==> src/rtl/pcc_pkg.sv <==
// ============================================================================
// pcc_pkg - shared definitions for the permutation / combination counter
// Holds the sequencer states, the status codes and the fixed field widths.
// ============================================================================
package pcc_pkg;

   // Default width of the count field.
   localparam int DEF_RESULT_BITS = 31;

   // Width of the signed set and subset size fields.
   localparam int SIZE_W = 32;

   // A factor of the falling product is a positive 32-bit value, so 31 bits.
   localparam int FACTOR_W = 31;

   // The shared multiplier takes one digit of the factor per pass.
   localparam int DIGIT_W = 16;

   // Status codes returned with each result item.
   localparam logic [1:0] STATUS_OK       = 2'd0;
   localparam logic [1:0] STATUS_SIZE     = 2'd1;
   localparam logic [1:0] STATUS_SUBSET   = 2'd2;
   localparam logic [1:0] STATUS_OVERFLOW = 2'd3;

   // Sequencer states.
   typedef enum logic [2:0] {
      S_IDLE,
      S_MUL_LO,
      S_MUL_HI,
      S_MUL_ACC,
      S_DIV,
      S_DONE
   } state_type;

endpackage

==> src/rtl/permutation_combination_count.sv <==
// ============================================================================
// permutation_combination_count - exact nPr / nCr calculator
// Returns P(n,k) or C(n,k) with a status for each request item.
// ============================================================================
// Each request item carries n, k and an action bit; the block answers with one
// result item holding the count and a status. The sizes are checked first:
// n or k below one gives status 1, k above n gives status 2. Otherwise P(n,k)
// is formed as the exact falling product n*(n-1)*...*(n-k+1) on one shared
// multiplier, which takes each factor in turn through a low digit, a high
// digit and an accumulate and overflow test step. A product beyond
// 2^RESULT_BITS-1 stops the work at once with status 3, which also applies
// to combinations. For combinations, k! is then formed on the same
// multiplier in the same way, and P is divided by it in a restoring divider
// that yields one quotient bit per cycle. The block takes one item at a
// time: req_tready is high only while it is idle, and a finished result
// sits in an output register, so a new item may be taken while the previous
// result still waits for rsp_tready.
module permutation_combination_count #(
   parameter int RESULT_BITS = pcc_pkg::DEF_RESULT_BITS,
   localparam int RSP_DATA_W = ((RESULT_BITS + 7) / 8) * 8
) (
   input  logic                    clock,
   input  logic                    reset,
   // Request channel.
   input  logic                    req_tvalid,
   output logic                    req_tready,
   // Fields from bit 0 up: set_size [31:0], subset_size [63:32].
   input  logic [2*pcc_pkg::SIZE_W-1:0] req_tdata,
   // Fields from bit 0 up: action [0] (0 permutations, 1 combinations).
   input  logic [0:0]              req_tuser,
   // Result channel.
   output logic                    rsp_tvalid,
   input  logic                    rsp_tready,
   // Fields from bit 0 up: count [RESULT_BITS-1:0], zero padding above.
   output logic [RSP_DATA_W-1:0]   rsp_tdata,
   // Fields from bit 0 up: status [1:0].
   output logic [1:0]              rsp_tuser
);

   import pcc_pkg::*;

   localparam int MUL_W  = RESULT_BITS + DIGIT_W;
   localparam int PROD_W = RESULT_BITS + FACTOR_W;
   localparam int CNT_W  = FACTOR_W;

   // Sequencer and output registers (control ones are reset).
   state_type                state_ff, state_in;
   logic                     rsp_valid_ff, rsp_valid_in;
   logic [RESULT_BITS-1:0]   rsp_count_ff, rsp_count_in;
   logic [1:0]               rsp_status_ff, rsp_status_in;

   // Working registers.
   logic                     action_ff, action_in;
   logic                     phase_ff, phase_in;       // 0 forms P, 1 forms k!
   logic [RESULT_BITS-1:0]   acc_ff, acc_in;           // running product, divisor
   logic [RESULT_BITS-1:0]   perm_ff, perm_in;         // P, then quotient, result
   logic [RESULT_BITS:0]     rem_ff, rem_in;           // division remainder
   logic [FACTOR_W-1:0]      fac_ff, fac_in;           // current factor
   logic [FACTOR_W-1:0]      kval_ff, kval_in;         // k, kept to start k!
   logic [CNT_W-1:0]         left_ff, left_in;         // steps still to go
   logic [MUL_W-1:0]         lo_ff, lo_in;
   logic [MUL_W-1:0]         hi_ff, hi_in;
   logic [1:0]               status_ff, status_in;

   // Shared multiplier and datapath signals.
   logic [DIGIT_W-1:0]       mul_digit;
   logic [MUL_W-1:0]         mul_res;
   logic [PROD_W-1:0]        prod_sum;
   logic                     prod_ovf;
   logic [RESULT_BITS:0]     rem_shift;
   logic [RESULT_BITS:0]     rem_diff;
   logic                     quo_bit;
   logic signed [SIZE_W-1:0] n_in;
   logic signed [SIZE_W-1:0] k_in;
   logic                     req_fire;

   assign n_in     = signed'(req_tdata[SIZE_W-1:0]);
   assign k_in     = signed'(req_tdata[2*SIZE_W-1:SIZE_W]);
   assign req_fire = req_tvalid && req_tready;

   // The low pass multiplies by the low digit of the factor, the high pass by
   // the remaining upper bits.
   assign mul_digit = (state_ff == S_MUL_LO) ? fac_ff[DIGIT_W-1:0]
                    : DIGIT_W'(fac_ff[FACTOR_W-1:DIGIT_W]);
   assign mul_res   = MUL_W'(acc_ff) * MUL_W'(mul_digit);

   // Recombine both partial products; any bit at or above RESULT_BITS means
   // the product is past the limit.
   assign prod_sum = PROD_W'(lo_ff) + (PROD_W'(hi_ff) << DIGIT_W);
   assign prod_ovf = |prod_sum[PROD_W-1:RESULT_BITS];

   // One restoring division step: shift in the next dividend bit, subtract
   // the divisor when it fits.
   assign rem_shift = {rem_ff[RESULT_BITS-1:0], perm_ff[RESULT_BITS-1]};
   assign rem_diff  = rem_shift - {1'b0, acc_ff};
   assign quo_bit   = (rem_shift >= {1'b0, acc_ff});

   always_comb begin
      state_in      = state_ff;
      rsp_valid_in  = rsp_valid_ff;
      rsp_count_in  = rsp_count_ff;
      rsp_status_in = rsp_status_ff;
      action_in     = action_ff;
      phase_in      = phase_ff;
      acc_in        = acc_ff;
      perm_in       = perm_ff;
      rem_in        = rem_ff;
      fac_in        = fac_ff;
      kval_in       = kval_ff;
      left_in       = left_ff;
      lo_in         = lo_ff;
      hi_in         = hi_ff;
      status_in     = status_ff;
      req_tready    = 1'b0;

      if (rsp_valid_ff && rsp_tready) begin
         rsp_valid_in = 1'b0;
      end

      unique case (state_ff)
         S_IDLE: begin
            req_tready = 1'b1;
            if (req_fire) begin
               action_in = req_tuser[0];
               perm_in   = '0;
               if (n_in < 1 || k_in < 1) begin
                  status_in = STATUS_SIZE;
                  state_in  = S_DONE;
               end else if (k_in > n_in) begin
                  status_in = STATUS_SUBSET;
                  state_in  = S_DONE;
               end else begin
                  status_in = STATUS_OK;
                  acc_in    = RESULT_BITS'(1);
                  fac_in    = n_in[FACTOR_W-1:0];
                  kval_in   = k_in[FACTOR_W-1:0];
                  left_in   = k_in[CNT_W-1:0];
                  phase_in  = 1'b0;
                  state_in  = S_MUL_LO;
               end
            end
         end

         S_MUL_LO: begin
            lo_in    = mul_res;
            state_in = S_MUL_HI;
         end

         S_MUL_HI: begin
            hi_in    = mul_res;
            state_in = S_MUL_ACC;
         end

         S_MUL_ACC: begin
            if (prod_ovf) begin
               // Only the falling product can get here; k! never exceeds P.
               status_in = STATUS_OVERFLOW;
               perm_in   = '0;
               state_in  = S_DONE;
            end else begin
               acc_in  = prod_sum[RESULT_BITS-1:0];
               fac_in  = fac_ff - FACTOR_W'(1);
               left_in = left_ff - CNT_W'(1);
               if (left_ff == CNT_W'(1)) begin
                  if (!phase_ff) begin
                     perm_in = prod_sum[RESULT_BITS-1:0];
                     if (!action_ff) begin
                        state_in = S_DONE;
                     end else begin
                        // Start k! = k*(k-1)*...*1 on the same multiplier.
                        acc_in   = RESULT_BITS'(1);
                        fac_in   = kval_ff;
                        left_in  = kval_ff;
                        phase_in = 1'b1;
                        state_in = S_MUL_LO;
                     end
                  end else begin
                     // k! is now the divisor in acc; P is the dividend.
                     rem_in   = '0;
                     left_in  = CNT_W'(RESULT_BITS);
                     state_in = S_DIV;
                  end
               end else begin
                  state_in = S_MUL_LO;
               end
            end
         end

         S_DIV: begin
            rem_in  = quo_bit ? rem_diff : rem_shift;
            perm_in = {perm_ff[RESULT_BITS-2:0], quo_bit};
            left_in = left_ff - CNT_W'(1);
            if (left_ff == CNT_W'(1)) begin
               state_in = S_DONE;
            end
         end

         S_DONE: begin
            if (!rsp_valid_ff || rsp_tready) begin
               rsp_valid_in  = 1'b1;
               rsp_count_in  = perm_ff;
               rsp_status_in = status_ff;
               state_in      = S_IDLE;
            end
         end

         default: begin
            state_in = S_IDLE;
         end
      endcase
   end

   always_ff @(posedge clock) begin
      if (reset) begin
         state_ff     <= S_IDLE;
         rsp_valid_ff <= 1'b0;
      end else begin
         state_ff     <= state_in;
         rsp_valid_ff <= rsp_valid_in;
      end
   end

   always_ff @(posedge clock) begin
      rsp_count_ff  <= rsp_count_in;
      rsp_status_ff <= rsp_status_in;
      action_ff     <= action_in;
      phase_ff      <= phase_in;
      acc_ff        <= acc_in;
      perm_ff       <= perm_in;
      rem_ff        <= rem_in;
      fac_ff        <= fac_in;
      kval_ff       <= kval_in;
      left_ff       <= left_in;
      lo_ff         <= lo_in;
      hi_ff         <= hi_in;
      status_ff     <= status_in;
   end

   assign rsp_tvalid = rsp_valid_ff;
   assign rsp_tdata  = RSP_DATA_W'(rsp_count_ff);
   assign rsp_tuser  = rsp_status_ff;

endmodule
==> config.mk <==
export PLATFORM = sky130hd
export DESIGN_NAME = permutation_combination_count
export DESIGN_NICKNAME = d
export VERILOG_FILES = /design/src/rtl/pcc_pkg.sv /design/src/rtl/permutation_combination_count.sv
export SDC_FILE = /design/constraint.sdc
export NUM_CORES = 2
export LEC_CHECK = 0
export BUFFER_PORTS_ARGS = -buffer_cell sky130_fd_sc_hd__buf_2
export CORE_MARGIN = 2
export CORE_UTILIZATION = 59
export DETAILED_ROUTE_END_ITERATION = 8
export PLACE_DENSITY = 0.79
export SETUP_SLACK_MARGIN = 0.05
export SLEW_MARGIN = 20
export SYNTH_ARGS = -nofsm -noshare
export SYNTH_HDL_FRONTEND = slang
export SYNTH_SLANG_ARGS = --single-unit
==> constraint.sdc <==
create_clock -name clock -period 8.3 [get_ports clock]
set_input_delay 1.245 -clock clock [delete_from_list [all_inputs] [get_ports clock]]
set_output_delay 1.245 -clock clock [all_outputs]
set_load 0.01 [all_outputs]
==> impl_metrics.ini <==
[outcome]
status = complete, no violations

[cts]
htreeDepth = 2
clkSlewWorstSetupHoldPaths_ps = 70
clock_sinks = 320
clockBufferDepth = 3
clkLatencyLatePin_ps = 560
root_buffer = clkbuf_16
numCtsBuffers = 37
cts_tree = built

[synthesis]
yosys.cell_types.count = 91
synth_area_mm2 = 0.03376
synthesis.instances = 3515
syn_nets = 4206
synth.area.top_cells = edfxtp_1 (28%), fa_1 (24%), ha_1 (8.0%)
ys_warn_count = 0
yosysTopAreaCell = edfxtp_1
synth-main-ff-cell = edfxtp_1
synth_seq_area_share_pct = 28.34
synth_area_per_cell_um2 = 9.605
asyncSetResetFlopFracSynth_pct = 0
synth_top_area_share_pct = 28.11
synth_edf_count = 316
ys_ff_latch = 320

[sta]
fin_skew_ps = 36.14
fin_tns_setup_ps = 0
min_period_over_period_pct = 96.00
slew_violations = 0
finalSetupViolations = 0
worst_pin_slew_ps = 1020
rsz0062_at_grt = false
slew_headroom_pct = 31.40
layout_min_cycle_time_ps = 7968
hold_viol = 0
fmax_mhz = 125.5

[setup_path]
crit_type = reg2reg
cp_slowest_cell = fa_1
cp.required_ps = 8620
cp.arrival_ps = 8280
startpoint_type = flip-flop
r2r_slack_ps = 330
crit_path_frequent_cell = fa_1
cp_max_fo = 21
critical-path-max-stage-delay_ps = 550
worstSetupEndpointType = flip-flop

[floorplanning]
fp-row-count = 87
boundaryPins = 105
design.die.area_mm2 = 0.05915
coreArea_mm2 = 0.05650
die_y_um = 243.2
fp.dieW_um = 243.2
initial_utilization_pct = 59.76

[grt]
grt_pass1_wl_um = 145300
use_met3_pct = 5.451
use_met1_pct = 41.64
grt_usage_pct = 31.42
grt.busiest_layer = met2
grt_pass1_vias = 26440
met2_usage_pct = 50.59
grt_start_max_net_pins = 66
antenna_found_initial = 1
overflow = 0

[layout]
final_nets = 4262
final_common_cell = inv_1
n_antenna_cell = 0
final_cell_mix = inv_1 (524), nand2_1 (431), fa_1 (406)
final_cells = 4354
n_fill_cell = 4429
finish.utilization_pct = 64.71
area_delta_synth_final_pct = 8.295
drive_above_1_share_pct = 8.421

[detailed_routing]
drt_iter0_drc = 2664
wire_per_inst_um = 21.34
dr.pass1.iters = 5
ant_nets = 0
detailroute.via_count = 26600
avgViaCountPerCell = 6.109
routed_wl_um = 92910
drc = 0

[place]
dp.final_hpwl_um = 71780
gp_routability_congestion = 0.9462
portBuffers = 103
placed_cells = 4284

[min_path]
hold_class = reg2reg

[job]
drv_cap = 0
cell families after synthesis:
group | after synthesis | share of synthesized area, %
AND/OR/NAND/NOR | 1146 | 15.68
buffers and inverters | 680 | 7.772
adder cells (fa/ha/maj) | 622 | 32.08
AO/OA/AOI/OAI | 575 | 11.49
flip-flops | 320 | 28.34
XOR/XNOR | 138 | 3.580
multiplexers | 33 | 1.041
other | 1 | 0.01111
cells in the mapped netlist (all sizes together), types with 7 or more instances:
cell / instances
nor2: 315
nor3: 52
a21boi: 7
a21oi: 188
fa: 406
and2: 116
xnor2: 95
or3: 20
ha: 216
a2111oi: 8
inv: 524
nand2: 433
mux2: 17
a211oi: 15
nor3b: 7
nand4: 39
xor2: 43
o211ai: 41
or4: 8
a21o: 60
edfxtp: 316
and3: 31
or2: 9
nand2b: 13
o21a: 26
buf: 27
nand3: 40
a22o: 33
o21ai: 92
nor4: 36
mux2i: 16
a221o: 7
nor2b: 19
a31oi: 12
clkbuf: 129
o31ai: 9
o21bai: 14
final timing paths:
path	start	to	cells past startpoint
setup / recovery	state_ff[2]	lo_ff[46]	27
hold / removal	status_ff[1]	rsp_tuser[1]	0
setup reg to reg	state_ff[2]	lo_ff[46]	27
hold reg to reg	status_ff[1]	rsp_tuser[1]	0
stage by stage:
stage / worst slack, ps / instance area [µm²] / hold slack, ps
floorplan: 81.26 / 33760 / 400.3
global placement: 396.2 / 35150 / 429.5
detailed placement: 228.0 / 35150 / 420.6
global route: 9.314 / 36560 / 452.2
CTS: 168.9 / 36420 / 433.8
finish: 332.2 / 36560 / 435.1
sequential cells by signal, indices dropped and copies added (netlist names), 31 cells and up:
name          flops
kval_ff          31
left_ff          31
lo_ff            47
fac_ff           31
rsp_count_ff     31
rem_ff           31
perm_ff          31
hi_ff            46
acc_ff           31
layout make-up:
cell class	count	area (µm²)	area share (%)
inverters	524	1967	5.380
well taps	756	945.9	2.587
repair buffers	173	1094	2.991
clock buffers	44	973.4	2.663
clock inverters	22	296.5	0.8111
flip-flops and latches	320	9569	26.17
multi-input cells	2515	21710	59.39
critical path: cells and delay by family, from the launching register on:
family	cells	cell delay, ps
adders and majority gates	7	3600
xor gates and xnor gates	1	110
DFF	1	400
buffers and inverters	6	650
AOI/OAI and AO/OA	9	1850
and+or+nand+nor	3	690
muxes	1	380
metal layers:
layer,vias up,wire [µm]
li1,11810,-
met1,13100,35170
met2,1390,44010
met3,298,8855
met4,0,4879
met5,-,0
timing repair:
item                       4_1_cts  5_1_grt
setup endpoints to repair        0       19
buffers inserted                 0        2
gates resized for setup          0       17
hold buffers                     0        0
Power is left out: the tool's default activity adds up to more than one toggle a clock period on the data nets, which glitch-free logic cannot reach.
